===== src/rtl/core/mpcs_pkg.sv =====
// Package for the multiplexed performance counter sampler core.
// Holds beat types, codes, FSM states and sizing constants; depends on nothing.
package mpcs_pkg;

	localparam int MAX_EVENTS = 16;
	localparam int IDX_W      = $clog2(MAX_EVENTS);
	localparam int CNT_W      = $clog2(MAX_EVENTS + 1);
	localparam int ENABLE_BIT = 45;
	localparam int SAMPLE_W   = 40;
	localparam int PERIOD_W   = 10;
	localparam int CFG_IDX_W  = 2;

	typedef enum logic [1:0] {
		KIND_APPEND = 2'd0,
		KIND_TICK   = 2'd1,
		KIND_READ   = 2'd2,
		KIND_NOP    = 2'd3
	} kind_t;

	typedef enum logic [1:0] {
		STS_OK      = 2'd0,
		STS_BUSY    = 2'd1,
		STS_FULL    = 2'd2,
		STS_NO_DATA = 2'd3
	} status_t;

	localparam logic [CFG_IDX_W-1:0] CFG_ENABLE = 2'd0;
	localparam logic [CFG_IDX_W-1:0] CFG_PERIOD = 2'd1;

	typedef struct packed {
		logic [1:0]          kind;
		logic [63:0]         event_select;
		logic [SAMPLE_W-1:0] sample_a;
		logic [SAMPLE_W-1:0] sample_b;
		logic [3:0]          read_index;
		logic                read_side;
	} req_t;

	typedef struct packed {
		logic [1:0]  status;
		logic        program_valid;
		logic [63:0] program_select;
		logic [63:0] event_out;
		logic [63:0] scaled_count;
		logic [4:0]  entry_count;
	} rsp_t;

	typedef struct packed {
		logic        start;
		logic [63:0] dividend;
		logic [31:0] divisor;
	} div_req_t;

	typedef struct packed {
		logic        start;
		logic [63:0] multiplicand;
		logic [31:0] multiplier;
	} mul_req_t;

	typedef enum logic [3:0] {
		ST_IDLE,
		ST_APP_RD,
		ST_APP_CMP,
		ST_INS_RD,
		ST_INS_WR,
		ST_INS_LINK,
		ST_TICK_DIV,
		ST_TICK_RD,
		ST_TICK_WR,
		ST_TICK_SEL,
		ST_TICK_OUT,
		ST_WALK_RD,
		ST_WALK_CHK,
		ST_MUL,
		ST_DIV,
		ST_DONE
	} state_t;

endpackage


===== src/rtl/core/mpcs_serial_div.sv =====
// Restoring 64 / 32 divider producing one quotient bit per cycle.
// Depends on mpcs_pkg for the request struct.
module mpcs_serial_div (
	input  logic               clk,
	input  logic               arst_n,
	input  mpcs_pkg::div_req_t req,
	output logic               done,
	output logic [63:0]        quotient,
	output logic [31:0]        remainder
);
	logic [32:0] rem_q;
	logic [63:0] dq_q;
	logic [31:0] dv_q;
	logic [5:0]  cnt_q;
	logic        busy_q;
	logic        done_q;
	logic [32:0] shifted;
	logic [32:0] diff;

	assign shifted = {rem_q[31:0], dq_q[63]};
	assign diff    = shifted - {1'b0, dv_q};

	always_ff @(posedge clk or negedge arst_n) begin
		if (!arst_n) begin
			busy_q <= 1'b0;
			done_q <= 1'b0;
			cnt_q  <= '0;
		end else begin
			done_q <= 1'b0;
			if (req.start) begin
				busy_q <= 1'b1;
				cnt_q  <= 6'd63;
			end else if (busy_q) begin
				cnt_q <= cnt_q - 6'd1;
				if (cnt_q == 6'd0) begin
					busy_q <= 1'b0;
					done_q <= 1'b1;
				end
			end
		end
	end

	always_ff @(posedge clk) begin
		if (req.start) begin
			rem_q <= '0;
			dq_q  <= req.dividend;
			dv_q  <= req.divisor;
		end else if (busy_q) begin
			if (!diff[32]) begin
				rem_q <= diff;
				dq_q  <= {dq_q[62:0], 1'b1};
			end else begin
				rem_q <= shifted;
				dq_q  <= {dq_q[62:0], 1'b0};
			end
		end
	end

	assign done      = done_q;
	assign quotient  = dq_q;
	assign remainder = rem_q[31:0];
endmodule


===== config.mk =====
export PLATFORM = sky130hd
export DESIGN_NAME = mpcs_serial_div
export DESIGN_NICKNAME = d
export VERILOG_FILES = /design/src/rtl/core/mpcs_pkg.sv /design/src/rtl/core/mpcs_serial_div.sv
export SDC_FILE = /design/constraint.sdc
export NUM_CORES = 1
export LEC_CHECK = 0
export ABC_CLOCK_PERIOD_IN_PS = 6200
export CAP_MARGIN = 20
export CORE_UTILIZATION = 38
export CTS_CLUSTER_SIZE = 16
export DETAILED_ROUTE_END_ITERATION = 8
export DONT_BUFFER_PORTS = 1
export MAX_ROUTING_LAYER = met4
export PLACE_DENSITY = 0.56
export SETUP_SLACK_MARGIN = 0.1
export SLEW_MARGIN = 20
export SYNTH_ARGS = -nofsm -noshare
export SYNTH_HDL_FRONTEND = slang
export SYNTH_SLANG_ARGS = --single-unit

===== constraint.sdc =====
create_clock -name clk -period 6.2 [get_ports clk]
set_input_delay 0.62 -clock clk [delete_from_list [all_inputs] [get_ports clk]]
set_output_delay 0.62 -clock clk [all_outputs]
set_load 0.01 [all_outputs]

### Word-level counts from Yosys, hierarchy flattened

Cells that the tools add are included.

| operators by class | value |
|---|---|
| mux-type cells | 12 |
| add/sub/neg operators | 2 |
| reduce and logical (&&, ||, !) cells | 2 |

Operator list:

| cell | number |
|---|---|
| two-way mux 64 bit | 2 |
| subtractor 33 x 32 -> 33 bit | 1 |
| two-way mux 32 bit | 1 |
| two-way mux 6 bit | 2 |
| two-way mux 1 bit | 7 |
| zero test 6 bit | 1 |
| subtractor 6 x 1 -> 6 bit (second input constant) | 1 |
| nonzero test 2 bit | 1 |

| storage, ports and cells | value |
|---|---|
| logic and storage cells | 22 |
| flip-flop bits (word level) | 136 |
| output and inout port bits | 97 |
| bits of input ports | 99 |

### Longest topological paths before layout

| logic depth | value |
|---|---|
| word-level depth | 4 |
| mapped depth | 12 |
| mapped depth without buffers | 11 |

### Worst setup path before layout

Ideal clock, no wire load.

| path | value |
|---|---|
| kind | reg-to-reg |
| from | register dq_q[63], in the netlist quotient[63] |
| to | register rem_q[24] |
| library setup time | 91 ps |
| path buffers | 1 |
| cell stages (with the launch flop) | 13 |
| period minus slack after synthesis | 2,946 ps |
| arrival time | 2,855 ps |
| required time | 6,109 ps |
| slack | 3,254 ps |
| path through | edfxtp_1 inv_1 ha_1 fa_1 nand2b_1 a21o_1 a211o_1 a21oi_1 o31ai_4 xnor2_2 buf_2 nand3_1 a311oi_1 |

| between the ends | value |
|---|---|
| longest elaborated chain between the ends | 2 |

Ends and longest elaborated chain:

| what | line | source |
|---|---|---|
| start: declaration | mpcs_serial_div.sv:12 | `logic [63:0] dq_q;` |
| start signal: assignment | mpcs_serial_div.sv:46 | `dq_q <= req.dividend;` |
| start signal: assignment | mpcs_serial_div.sv:51 | `dq_q <= {dq_q[62:0], 1'b1};` |
| start signal: assignment | mpcs_serial_div.sv:54 | `dq_q <= {dq_q[62:0], 1'b0};` |
| subtractor 33 x 32 -> 33 bit | mpcs_serial_div.sv:21 | `assign diff = shifted - {1'b0, dv_q};` |
| two-way mux 32 bit | mpcs_serial_div.sv:49 | `if (!diff[32]) begin` |
| end signal: assignment | mpcs_serial_div.sv:50 | `rem_q <= diff;` |
| end signal: assignment | mpcs_serial_div.sv:53 | `rem_q <= shifted;` |
| end: declaration | mpcs_serial_div.sv:11 | `logic [32:0] rem_q;` |

Every way passes these cells.
A chain may end at the register's enable or synchronous reset.

### Final worst setup path

| path | value |
|---|---|
| from | register dq_q[63], in the netlist quotient[63] |
| to | register rem_q[4] |

The elaborated chain is that of the path after synthesis.

==> impl_results.md <==
- Sum of buffers and inverters on the critical path: 2
- Post-DP HPWL: 11.8 mm
- Remaining routing DRC violations: 0
- Starting Density: 39.1%
- Number of hold violations in the final report: 0
- RePlAce Congestion: 0.843
- Slowest-stage cell, CP: xnor2_2
- Fin crit share: 61.3%
- CTS Buf Count: 17
- Syn Inst Count: 681
- Die W: 141 um
- Area contributors post-synth: edfxtp_1 (39%), mux2_2 (9.6%), dfxtp_1 (8.7%)
- Pleak: 3.18 nW
- Slowest stage delay, CP: 700 ps
- Area occupied by multi-input gates: 3380 um2
- Later-pin clock latency in the skew report: 420 ps
- Routed Antenna Nets: 0
- Highest clock rate: 263 MHz
- Total Power Consumption: 3.47 mW
- Final wirelength: 17.0 mm
- Hold/Removal Path Class: primary input to register
- Die Span Y: 141 um
- YS warnings: 0
- GRT Total Usage: 17.9%
- Peak VDD IR: 184 uV
- Synth Cell Area: 7390 um2
- Area grow syn2layout: 11.5%
- Crit-path cells: inv_1 > ha_1 > fa_1 > nand2b_1 > a21o_1 > a211o_1 > a21oi_1 > o31ai_4 > xnor2_2 > buf_4 > nand2_1 > a311oi_1
- Max_cap viols: 0
- RSZ-0062 raised after global routing: no
- Yosys top cell area share: 39.0%
- FP Rows: 50
- Initial antenna violation count: 1
- Critical path class: register to register
- Tmin final: 3800 ps
- Crit Path Max Fanout: 19
- Crit. End Element: register
- Slew headroom: 40.8%
- Total number of vias: 5,160
- Post-Place Worst Slack: 2370 ps
- Layout cells sized above 1: 16.0%
- Final setup TNS: 0 ps
- CTS sink cnt: 136
- Netlist cell types: 64
- Pin count of the biggest net entering global routing: 142
- # port buffers: 0
- Worst Path Arrival: 4120 ps
- Die ar.: 20,000 um2
- Dominant cell by count in the synthesized netlist: edfxtp_1
- Clk_skew: 12.7 ps
- H-tree depth: 4
- Clock transition at the registers of the reported paths: 70 ps
- CTS tree: yes
- Family with the most delay on the worst path: compound AO/OA/AOI/OAI gates
- Final setup margin: 2400 ps
- Sequential cell area fraction in the yosys report: 50.4%
- Ys async rst share: 5.88%
- Post-synth top flop: edfxtp_1
- Fillers: 1,848
- Core Util, Final: 43.6%
- Crit start category: register
- Ports: 196
- DR WL/cell: 18.0 um
- Post-synth EDFFs: 96
- Post-cts resize count: 0
- Yosys reg bits: 136
- Final setup vio count: 0
- Synth top cells by count: edfxtp_1 (96), nand2_1 (66), mux2_2 (63), nor2_1 (53), inv_1 (44)
- Clock tree root driver cell: clkbuf_16
- First-pass GRT wire length: 27.3 mm
- Outcome: complete, no violations
- Syn_area_per_cell: 10.9 um2
- Nets: 808
- Deepest clock path buffer count: 2
- Power Density: 421 nW/um2
- Syn Nets: 815
- CP required: 6520 ps
- Vias in the first global route: 5,317
- # placed instances: 914
- Pre-Repair DR Iteration Count: 4
- Count of pins over their slew limit: 0
- Vias per inst: 5.44
- Largest area contributor in the netlist: edfxtp_1
- Core area: 18,900 um2
- Aggregate global routing overflow: 0
- First DRT Iteration DRCs: 236
- Least-Margin Pin Slew: 884 ps
- Cell Count, Final, Fillers Out: 948
- Register area: 3720 um2
[cells in the final DEF (no fill, tap or decap), types with 5 or more instances in the layout]
cell type,n
and3_1,5
nand3_1,14
xnor2_1,13
nand2b_1,15
nand2_1,66
clkbuf_16,17
inv_1,43
a21oi_1,35
dfrtp_1,7
dfxtp_1,32
o21bai_1,7
a31oi_1,5
a211oi_1,8
xor2_1,7
ha_1,34
a311oi_1,25
o21ai_0,23
nor2_1,53
nor3b_1,5
inv_8,5
nor3_1,10
or3_1,8
edfxtp_1,96
mux2_2,63
a21o_1,9
o211ai_1,6
[worst reg2reg max path: stages, from the launching register on]
cell,delay (ps)
edfxtp_1,480
inv_1,70
ha_1,230
fa_1,380
nand2b_1,210
a21o_1,190
a211o_1,290
a21oi_1,270
o31ai_4,140
xnor2_2,700
buf_4,380
nand2_1,80
a311oi_1,270
[kinds of logic after synthesis]
kind of cell | after synthesis | synth area share [%]
AOI/OAI and AO/OA | 147 | 13.9
xor gates and xnor gates | 22 | 2.81
adders and majority gates | 35 | 6.02
buffers and inverters | 75 | 3.91
DFF | 136 | 50.4
muxes | 66 | 10.0
and+or+nand+nor | 200 | 13.0
[power by group]
| group | total (mW) | switching (mW) | internal, mW |
|---|---|---|---|
| registers | 1.36 | 0.222 | 1.14 |
| logic | 1.07 | 0.613 | 0.456 |
| clock network | 1.04 | 0.462 | 0.579 |
| total | 3.47 | 1.30 | 2.17 |
[cell type report]
cell class | count | area share (%)
clock inverter | 15 | 2.17
sequential | 136 | 45.2
tap | 260 | 3.95
timing repair buffer | 5 | 0.486
clock buffer | 17 | 5.16
inverter | 44 | 2.00
antenna | 1 | 0.0304
multi-input combinational | 470 | 41.0
[through the flow]
| stage | hold WS [ps] | area, um2 |
|---|---|---|
| detailed placement | 325 | 7630 |
| finish | 288 | 8240 |
| CTS | 256 | 8240 |
| floorplan | 324 | 7390 |
| global route | 266 | 8240 |
| global placement | 325 | 7630 |
[layer usage]
metal | GRT usage, % | share of wire, %
met1 | 21.4 | 43
met2 | 28.6 | 49
met3 | 5.40 | 6.5
met4 | 6.28 | 1.4
met5 | - | 0
[state kept, by name, summed over array words and instances (netlist names)]
register,cells
busy_q,1
dv_q,32
done,1
quotient,64
rem_q,32
cnt_q,6
[worst paths after layout]
path	from	end	depth (start not counted)	slack [ps]
min in group asynchronous	arst_n	cnt_q[0]$_DFFE_PN0P_	1	550
max in group asynchronous	arst_n	busy_q$_DFF_PN0_	1	5360
worst max register to register	quotient[63]$_DFFE_PP_	rem_q[4]$_SDFFE_PP0P_	12	2400
worst max-delay path	quotient[63]$_DFFE_PP_	rem_q[4]$_SDFFE_PP0P_	12	2400
worst min-delay path	req[12]	dv_q[12]$_DFFE_PP_	0	290
worst min register to register	cnt_q[1]$_DFFE_PN0P_	cnt_q[1]$_DFFE_PN0P_	2	540
[what timing repair did]
action                    CTS  global route
hold buffers                1             0
buffers inserted            0             0
hold endpoints to repair    8             0
Note: power is estimated with default switching activity, not from simulation.
