<file path="src/rtl/core/mpcs_pkg.sv">
// Package for the multiplexed performance counter sampler core.
// Holds beat types, codes, FSM states and sizing constants; depends on nothing.
package mpcs_pkg;

	localparam int MAX_EVENTS = 16;
	localparam int IDX_W      = $clog2(MAX_EVENTS);
	localparam int CNT_W      = $clog2(MAX_EVENTS + 1);
	localparam int ENABLE_BIT = 45;
	localparam int SAMPLE_W   = 40;
	localparam int PERIOD_W   = 10;
	localparam int CFG_IDX_W  = 2;

	typedef enum logic [1:0] {
		KIND_APPEND = 2'd0,
		KIND_TICK   = 2'd1,
		KIND_READ   = 2'd2,
		KIND_NOP    = 2'd3
	} kind_t;

	typedef enum logic [1:0] {
		STS_OK      = 2'd0,
		STS_BUSY    = 2'd1,
		STS_FULL    = 2'd2,
		STS_NO_DATA = 2'd3
	} status_t;

	localparam logic [CFG_IDX_W-1:0] CFG_ENABLE = 2'd0;
	localparam logic [CFG_IDX_W-1:0] CFG_PERIOD = 2'd1;

	typedef struct packed {
		logic [1:0]          kind;
		logic [63:0]         event_select;
		logic [SAMPLE_W-1:0] sample_a;
		logic [SAMPLE_W-1:0] sample_b;
		logic [3:0]          read_index;
		logic                read_side;
	} req_t;

	typedef struct packed {
		logic [1:0]  status;
		logic        program_valid;
		logic [63:0] program_select;
		logic [63:0] event_out;
		logic [63:0] scaled_count;
		logic [4:0]  entry_count;
	} rsp_t;

	typedef struct packed {
		logic        start;
		logic [63:0] dividend;
		logic [31:0] divisor;
	} div_req_t;

	typedef struct packed {
		logic        start;
		logic [63:0] multiplicand;
		logic [31:0] multiplier;
	} mul_req_t;

	typedef enum logic [3:0] {
		ST_IDLE,
		ST_APP_RD,
		ST_APP_CMP,
		ST_INS_RD,
		ST_INS_WR,
		ST_INS_LINK,
		ST_TICK_DIV,
		ST_TICK_RD,
		ST_TICK_WR,
		ST_TICK_SEL,
		ST_TICK_OUT,
		ST_WALK_RD,
		ST_WALK_CHK,
		ST_MUL,
		ST_DIV,
		ST_DONE
	} state_t;

endpackage

</file>
<file path="src/rtl/core/mpcs_serial_mul.sv">
// Bit-serial 64 x 32 multiplier, product wraps at 64 bits, one bit per cycle.
// Depends on mpcs_pkg for the request struct.
module mpcs_serial_mul (
	input  logic              clk,
	input  logic              arst_n,
	input  mpcs_pkg::mul_req_t req,
	output logic              done,
	output logic [63:0]       product
);
	logic [63:0] prod_q;
	logic [63:0] mc_q;
	logic [31:0] mp_q;
	logic [4:0]  cnt_q;
	logic        busy_q;
	logic        done_q;

	always_ff @(posedge clk or negedge arst_n) begin
		if (!arst_n) begin
			busy_q <= 1'b0;
			done_q <= 1'b0;
			cnt_q  <= '0;
		end else begin
			done_q <= 1'b0;
			if (req.start) begin
				busy_q <= 1'b1;
				cnt_q  <= 5'd31;
			end else if (busy_q) begin
				cnt_q <= cnt_q - 5'd1;
				if (cnt_q == 5'd0) begin
					busy_q <= 1'b0;
					done_q <= 1'b1;
				end
			end
		end
	end

	always_ff @(posedge clk) begin
		if (req.start) begin
			prod_q <= '0;
			mc_q   <= req.multiplicand;
			mp_q   <= req.multiplier;
		end else if (busy_q) begin
			if (mp_q[0]) begin
				prod_q <= prod_q + mc_q;
			end
			mc_q <= {mc_q[62:0], 1'b0};
			mp_q <= {1'b0, mp_q[31:1]};
		end
	end

	assign done    = done_q;
	assign product = prod_q;
endmodule

</file>
<file path="config.mk">
export PLATFORM = sky130hd
export DESIGN_NAME = mpcs_serial_mul
export DESIGN_NICKNAME = d
export VERILOG_FILES = /design/src/rtl/core/mpcs_pkg.sv /design/src/rtl/core/mpcs_serial_mul.sv
export SDC_FILE = /design/constraint.sdc
export NUM_CORES = 1
export LEC_CHECK = 0
export BUFFER_PORTS_ARGS = -buffer_cell sky130_fd_sc_hd__buf_2
export CAP_MARGIN = 25
export CORE_AREA = 4 4 177 213
export DETAILED_ROUTE_END_ITERATION = 10
export DIE_AREA = 0 0 181 217
export GPL_ROUTABILITY_DRIVEN = 0
export PLACE_DENSITY = 0.56
export SYNTH_ARGS = -nofsm -noshare
export SYNTH_HDL_FRONTEND = slang
export SYNTH_SLANG_ARGS = --single-unit
</file>
<file path="constraint.sdc">
create_clock -name clk -period 8.8 [get_ports clk]
set_clock_uncertainty 0.15 [all_clocks]
set_input_delay 1.76 -clock clk [delete_from_list [all_inputs] [get_ports clk]]
set_output_delay 1.76 -clock clk [all_outputs]
set_load 0.005 [all_outputs]
</file>
-- Word level (Yosys, flattened, before mapping)
Cells that the tools add are included.
- $add $sub $neg: 2
- multiplexer cells: 12
- reduce and logical (&&, ||, !) cells: 3
- operator list (cell ; count):
    64-bit 2-to-1 mux ; 2
    64-bit adder ; 1
    32-bit 2-to-1 mux ; 2
    5-bit 2-to-1 mux ; 2
    1-bit 2-to-1 mux ; 6
    5-bit logical NOT ; 1
    5-bit by 1-bit subtractor with 5-bit output, second input constant ; 1
    2-bit AND reduction ; 1
    2-bit nonzero test ; 1
- input port bits: 99
- word-level logic and storage cells: 23
- output and inout bits: 65
- bits in registers: 167

-- Depth between registers and ports, before layout
- depth in word-level cells: 4
- depth in mapped cells: 11

-- Least setup slack after synthesis
No wires, ideal clock.
- path kind: input -> register
- start: in req[96] (netlist bit)
- end: reg mc_q[0], enable pin
- data required time: 8.236 ns
- arrival: 3.472 ns
- buffers on the path: 2
- stages: 3
- setup time: 0.414 ns
- slack: 4.765 ns
- path through: clkbuf_1 -> clkbuf_1 -> or2_2
- longest elaborated chain between the ends: 1
- ends and longest elaborated chain (element ; RTL line ; text):
    from (decl) ; mpcs_serial_mul.sv:6 ; input mpcs_pkg::mul_req_t req,
    2-bit nonzero test (no source line) ; n/a ;
    to (signal assigned) ; mpcs_serial_mul.sv:40 ; mc_q <= req.multiplicand;
    to (signal assigned) ; mpcs_serial_mul.sv:46 ; mc_q <= {mc_q[62:0], 1'b0};
    to (decl) ; mpcs_serial_mul.sv:11 ; logic [63:0] mc_q;
Every way passes these cells.
A chain may end at the register's enable or synchronous reset.

-- Worst setup path after layout
- start: in req[96] (netlist bit)
- end: reg mc_q[28], enable pin
The elaborated chain is that of the path after synthesis.

==> metrics.txt <==
# TYPE chip_impl_metric gauge
chip_impl_metric{name="p_leak",unit="nW"} 5.32
chip_impl_metric{name="drt.antenna.violating_nets",unit=""} 0
chip_impl_metric{name="floorplan.die.height",unit="µm"} 217
chip_impl_metric{name="slew_viol_final",unit=""} 0
chip_impl_metric{name="io_buffers",unit=""} 163
chip_impl_metric{name="critical_path_arrival",unit="ps"} 3710
chip_impl_metric{name="io_pins",unit=""} 164
chip_impl_info{name="post-synth-top-area-cell",value="sky130_fd_sc_hd__edfxtp_1"} 1
chip_impl_metric{name="worst_slew_margin_rel",unit=""} 0.425
chip_impl_metric{name="place.detailed.hpwl",unit="µm"} 22800
chip_impl_metric{name="post_cts_hold_buffer_count",unit=""} 0
chip_impl_metric{name="antenna_violations_before_repair",unit=""} 0
chip_impl_metric{name="place_worst_setup_slack",unit="ps"} 4500
chip_impl_metric{name="final.period_utilization",unit=""} 0.433
chip_impl_metric{name="place_area",unit="µm²"} 11800
chip_impl_info{name="cpLargestDelayFamily",value="buffers and inverters"} 1
chip_impl_info{name="critical-path-slowest-cell",value="sky130_fd_sc_hd__buf_4"} 1
chip_impl_metric{name="start_util",unit=""} 0.297
chip_impl_metric{name="route.detailed.drc",unit=""} 0
chip_impl_metric{name="clock_latency_reported_for_the_late_side_of_the_worst_skew_pair",unit="ps"} 440
chip_impl_metric{name="mappedNetlistArea",unit="µm²"} 10600
chip_impl_metric{name="vdd_ir_drop_max",unit="mV"} 0.132
chip_impl_info{name="critical_path.cell_chain",value="buf_6 -> or2_4 -> buf_4"} 1
chip_impl_metric{name="clock_tree.buffer_depth",unit=""} 2
chip_impl_metric{name="globalRouteTotalUtil",unit=""} 0.152
chip_impl_metric{name="timing_worst_slew_pin_value",unit="ps"} 862
chip_impl_metric{name="finish.net_count",unit=""} 1377
chip_impl_metric{name="post_synth_inst_count",unit=""} 1083
chip_impl_info{name="top_post_synthesis_cells_by_area",value="sky130_fd_sc_hd__edfxtp_1 (27%), sky130_fd_sc_hd__dfxtp_1 (12%), sky130_fd_sc_hd__mux2_2 (10%)"} 1
chip_impl_metric{name="finalCoreUtilization",unit=""} 0.349
chip_impl_metric{name="yosysWarnings",unit=""} 0
chip_impl_metric{name="tns",unit="ps"} 0
chip_impl_metric{name="tritoncts.num_buffers",unit=""} 17
chip_impl_info{name="critPathLaunchType",value="input port"} 1
chip_impl_metric{name="stdcell_area",unit="µm²"} 12400
chip_impl_metric{name="die_x",unit="µm"} 181
chip_impl_metric{name="fp.coreArea",unit="µm²"} 35700
chip_impl_metric{name="yosys.cell_types.count",unit=""} 79
chip_impl_metric{name="clk_pin_slew",unit="ps"} 60
chip_impl_info{name="ys.flop_type",value="sky130_fd_sc_hd__edfxtp_1"} 1
chip_impl_metric{name="synth.net_count",unit=""} 1248
chip_impl_metric{name="syn_to_final_growth",unit="%"} 17.5
chip_impl_metric{name="vias_per_cell",unit=""} 5.12
chip_impl_metric{name="drt_first_iter_violations",unit=""} 513
chip_impl_metric{name="hold_viol",unit=""} 0
chip_impl_metric{name="first_pass_iters",unit=""} 5
chip_impl_metric{name="ys_ff_latch",unit=""} 167
chip_impl_info{name="worstSetupPathType",value="in2reg"} 1
chip_impl_metric{name="seq_area_frac_synth",unit=""} 0.410
chip_impl_metric{name="synth_edf_count",unit=""} 96
chip_impl_info{name="cp-end-kind",value="flop"} 1
chip_impl_metric{name="synth_top_area_frac",unit=""} 0.272
chip_impl_info{name="rsz0062_at_grt",value="false"} 1
chip_impl_metric{name="critical_path_peak_fanout",unit=""} 73
chip_impl_metric{name="maxCapViolations",unit=""} 0
chip_impl_metric{name="num_antenna_cells",unit=""} 0
chip_impl_metric{name="period_needed",unit="ps"} 3810
chip_impl_metric{name="pwr_density_cell",unit="nW/µm²"} 249
chip_impl_metric{name="grt_pass1_vias",unit=""} 8769
chip_impl_metric{name="die_area",unit="µm²"} 39300
chip_impl_info{name="hold_class",value="reg2reg"} 1
chip_impl_metric{name="syn_area_per_cell",unit="µm²"} 9.77
chip_impl_metric{name="detail_route.wirelength",unit="µm"} 30300
chip_impl_metric{name="overflow",unit=""} 0
chip_impl_metric{name="h-tree-depth",unit=""} 4
chip_impl_metric{name="placement_rows",unit=""} 76
chip_impl_metric{name="clock-sinks",unit=""} 167
chip_impl_metric{name="cts_resized",unit=""} 0
chip_impl_metric{name="via_count",unit=""} 8663
chip_impl_metric{name="grt_first_pass_wirelength",unit="µm"} 48200
chip_impl_metric{name="layout-drive-gt1-share",unit=""} 0.269
chip_impl_metric{name="asyncSetResetFlopFracSynth",unit=""} 0.0419
chip_impl_metric{name="cts_post_setup_buffers_inserted",unit=""} 0
chip_impl_metric{name="critical_path_buf_inv_count",unit=""} 2
chip_impl_metric{name="fmax",unit="GHz"} 0.262
chip_impl_metric{name="report.final.setup_viol",unit=""} 0
chip_impl_info{name="status",value="finished, final reports clean"} 1
chip_impl_metric{name="avgRoutedWirePerCell",unit="µm"} 17.9
chip_impl_info{name="root_buffer",value="sky130_fd_sc_hd__clkbuf_16"} 1
chip_impl_metric{name="grt_start_max_net_pins",unit=""} 74
chip_impl_metric{name="worst_slack",unit="ps"} 4990
chip_impl_info{name="tritoncts",value="yes"} 1
chip_impl_metric{name="required",unit="ps"} 8700
chip_impl_metric{name="critical_path.max_stage_delay",unit="ps"} 710
-- layer usage --
| layer | part of all wire | global-route usage | wire length (µm) | vias to the layer above |
|---|---|---|---|---|
| li1 | - | - | - | 4295 |
| met2 | 0.52 | 0.273 | 15600 | 188 |
| met1 | 0.43 | 0.188 | 12900 | 4149 |
| met3 | 0.042 | 0.0289 | 1260 | 31 |
| met5 | 0 | 0 | 0 | - |
| met4 | 0.015 | 0.0375 | 447 | 0 |
-- report_power, final --
part	internal, mW	switching, mW
Sequential	0.955	0.0940
Combinational	0.498	0.699
Clock	0.507	0.343
-- synthesized netlist by cell type, types with 23 or more instances --
library cell and instances:
sky130_fd_sc_hd__nand2_1 129, sky130_fd_sc_hd__a21oi_1 121, sky130_fd_sc_hd__edfxtp_1 96, sky130_fd_sc_hd__mux2_2 94, sky130_fd_sc_hd__ha_1 65, sky130_fd_sc_hd__dfxtp_1 64
sky130_fd_sc_hd__nor2_1 49, sky130_fd_sc_hd__a21o_1 47, sky130_fd_sc_hd__o21ai_0 47, sky130_fd_sc_hd__clkbuf_1 36, sky130_fd_sc_hd__nand4_1 24, sky130_fd_sc_hd__nor3_1 23
-- placed cells by master, fill, tap and decap left out, types with 8 or more instances in the layout --
cell and n:
sky130_fd_sc_hd__xor2_1 19, sky130_fd_sc_hd__inv_1 21, sky130_fd_sc_hd__o21bai_1 18, sky130_fd_sc_hd__o21ai_0 47
sky130_fd_sc_hd__clkbuf_16 17, sky130_fd_sc_hd__mux2_2 94, sky130_fd_sc_hd__a21o_1 47, sky130_fd_sc_hd__xnor2_1 20
sky130_fd_sc_hd__nand2b_1 8, sky130_fd_sc_hd__nand2_1 128, sky130_fd_sc_hd__nor2_1 49, sky130_fd_sc_hd__dfxtp_1 64
sky130_fd_sc_hd__nor3_1 23, sky130_fd_sc_hd__nand4_1 24, sky130_fd_sc_hd__nand3_1 21, sky130_fd_sc_hd__buf_2 162
sky130_fd_sc_hd__ha_1 65, sky130_fd_sc_hd__a211oi_1 12, sky130_fd_sc_hd__edfxtp_1 96, sky130_fd_sc_hd__a21oi_1 121
-- stage by stage --
stage	hold slack, ps	instances	power [mW]
floorplan	309	1083	1.91
global placement	309	1661	2.26
detailed placement	313	1661	2.26
CTS	321	1693	3.13
global route	345	1693	3.31
finish	322	1693	3.10
-- final timing paths --
| path | startpoint | endpoint | slack (ps) | depth (start not counted) |
|---|---|---|---|---|
| worst min register to register | product[30]$_SDFFE_PP0P_ | product[30]$_SDFFE_PP0P_ | 320 | 2 |
| worst max-delay path | req[96] | mc_q[28]$_DFFE_PP_ | 4990 | 3 |
| worst max register to register | mc_q[0]$_SDFFCE_PN0P_ | product[54]$_SDFFE_PP0P_ | 5370 | 11 |
| max in group asynchronous | arst_n | cnt_q[0]$_DFFE_PN0P_ | 7340 | 1 |
| worst min-delay path | product[30]$_SDFFE_PP0P_ | product[30]$_SDFFE_PP0P_ | 320 | 2 |
| min in group asynchronous | arst_n | cnt_q[1]$_DFFE_PN0P_ | 1000 | 1 |
-- final cells by class --
| cell class | count | area [µm²] |
|---|---|---|
| Clock buffer | 17 | 425 |
| Clock inverter | 15 | 223 |
| Fill cell | 3679 | 23200 |
| Inverter | 21 | 78.8 |
| Multi-Input combinational cell | 835 | 5900 |
| Sequential cell | 167 | 4340 |
| Tap cell | 468 | 586 |
| Timing Repair Buffer | 170 | 875 |
-- kinds of logic after synthesis --
| family | after synthesis | share of synthesized area |
|---|---|---|
| buffers and inverters | 81 | 0.0325 |
| DFF | 167 | 0.410 |
| adders and majority gates | 66 | 0.0788 |
| xor gates and xnor gates | 39 | 0.0323 |
| AOI/OAI and AO/OA | 329 | 0.208 |
| muxes | 97 | 0.103 |
| and+or+nand+nor | 304 | 0.135 |
-- tightest hold or removal path, stage by stage, from the launching register on --
cell and delay [ps]:
sky130_fd_sc_hd__dfxtp_1 320, sky130_fd_sc_hd__nand2_1 60, sky130_fd_sc_hd__a21oi_1 50
-- registers in the layout, indices dropped and copies added, names as in the netlist --
register	count
mp_q	32
cnt_q	5
product	64
done	1
mc_q	64
busy_q	1
Power figures use the tool's default switching activity.
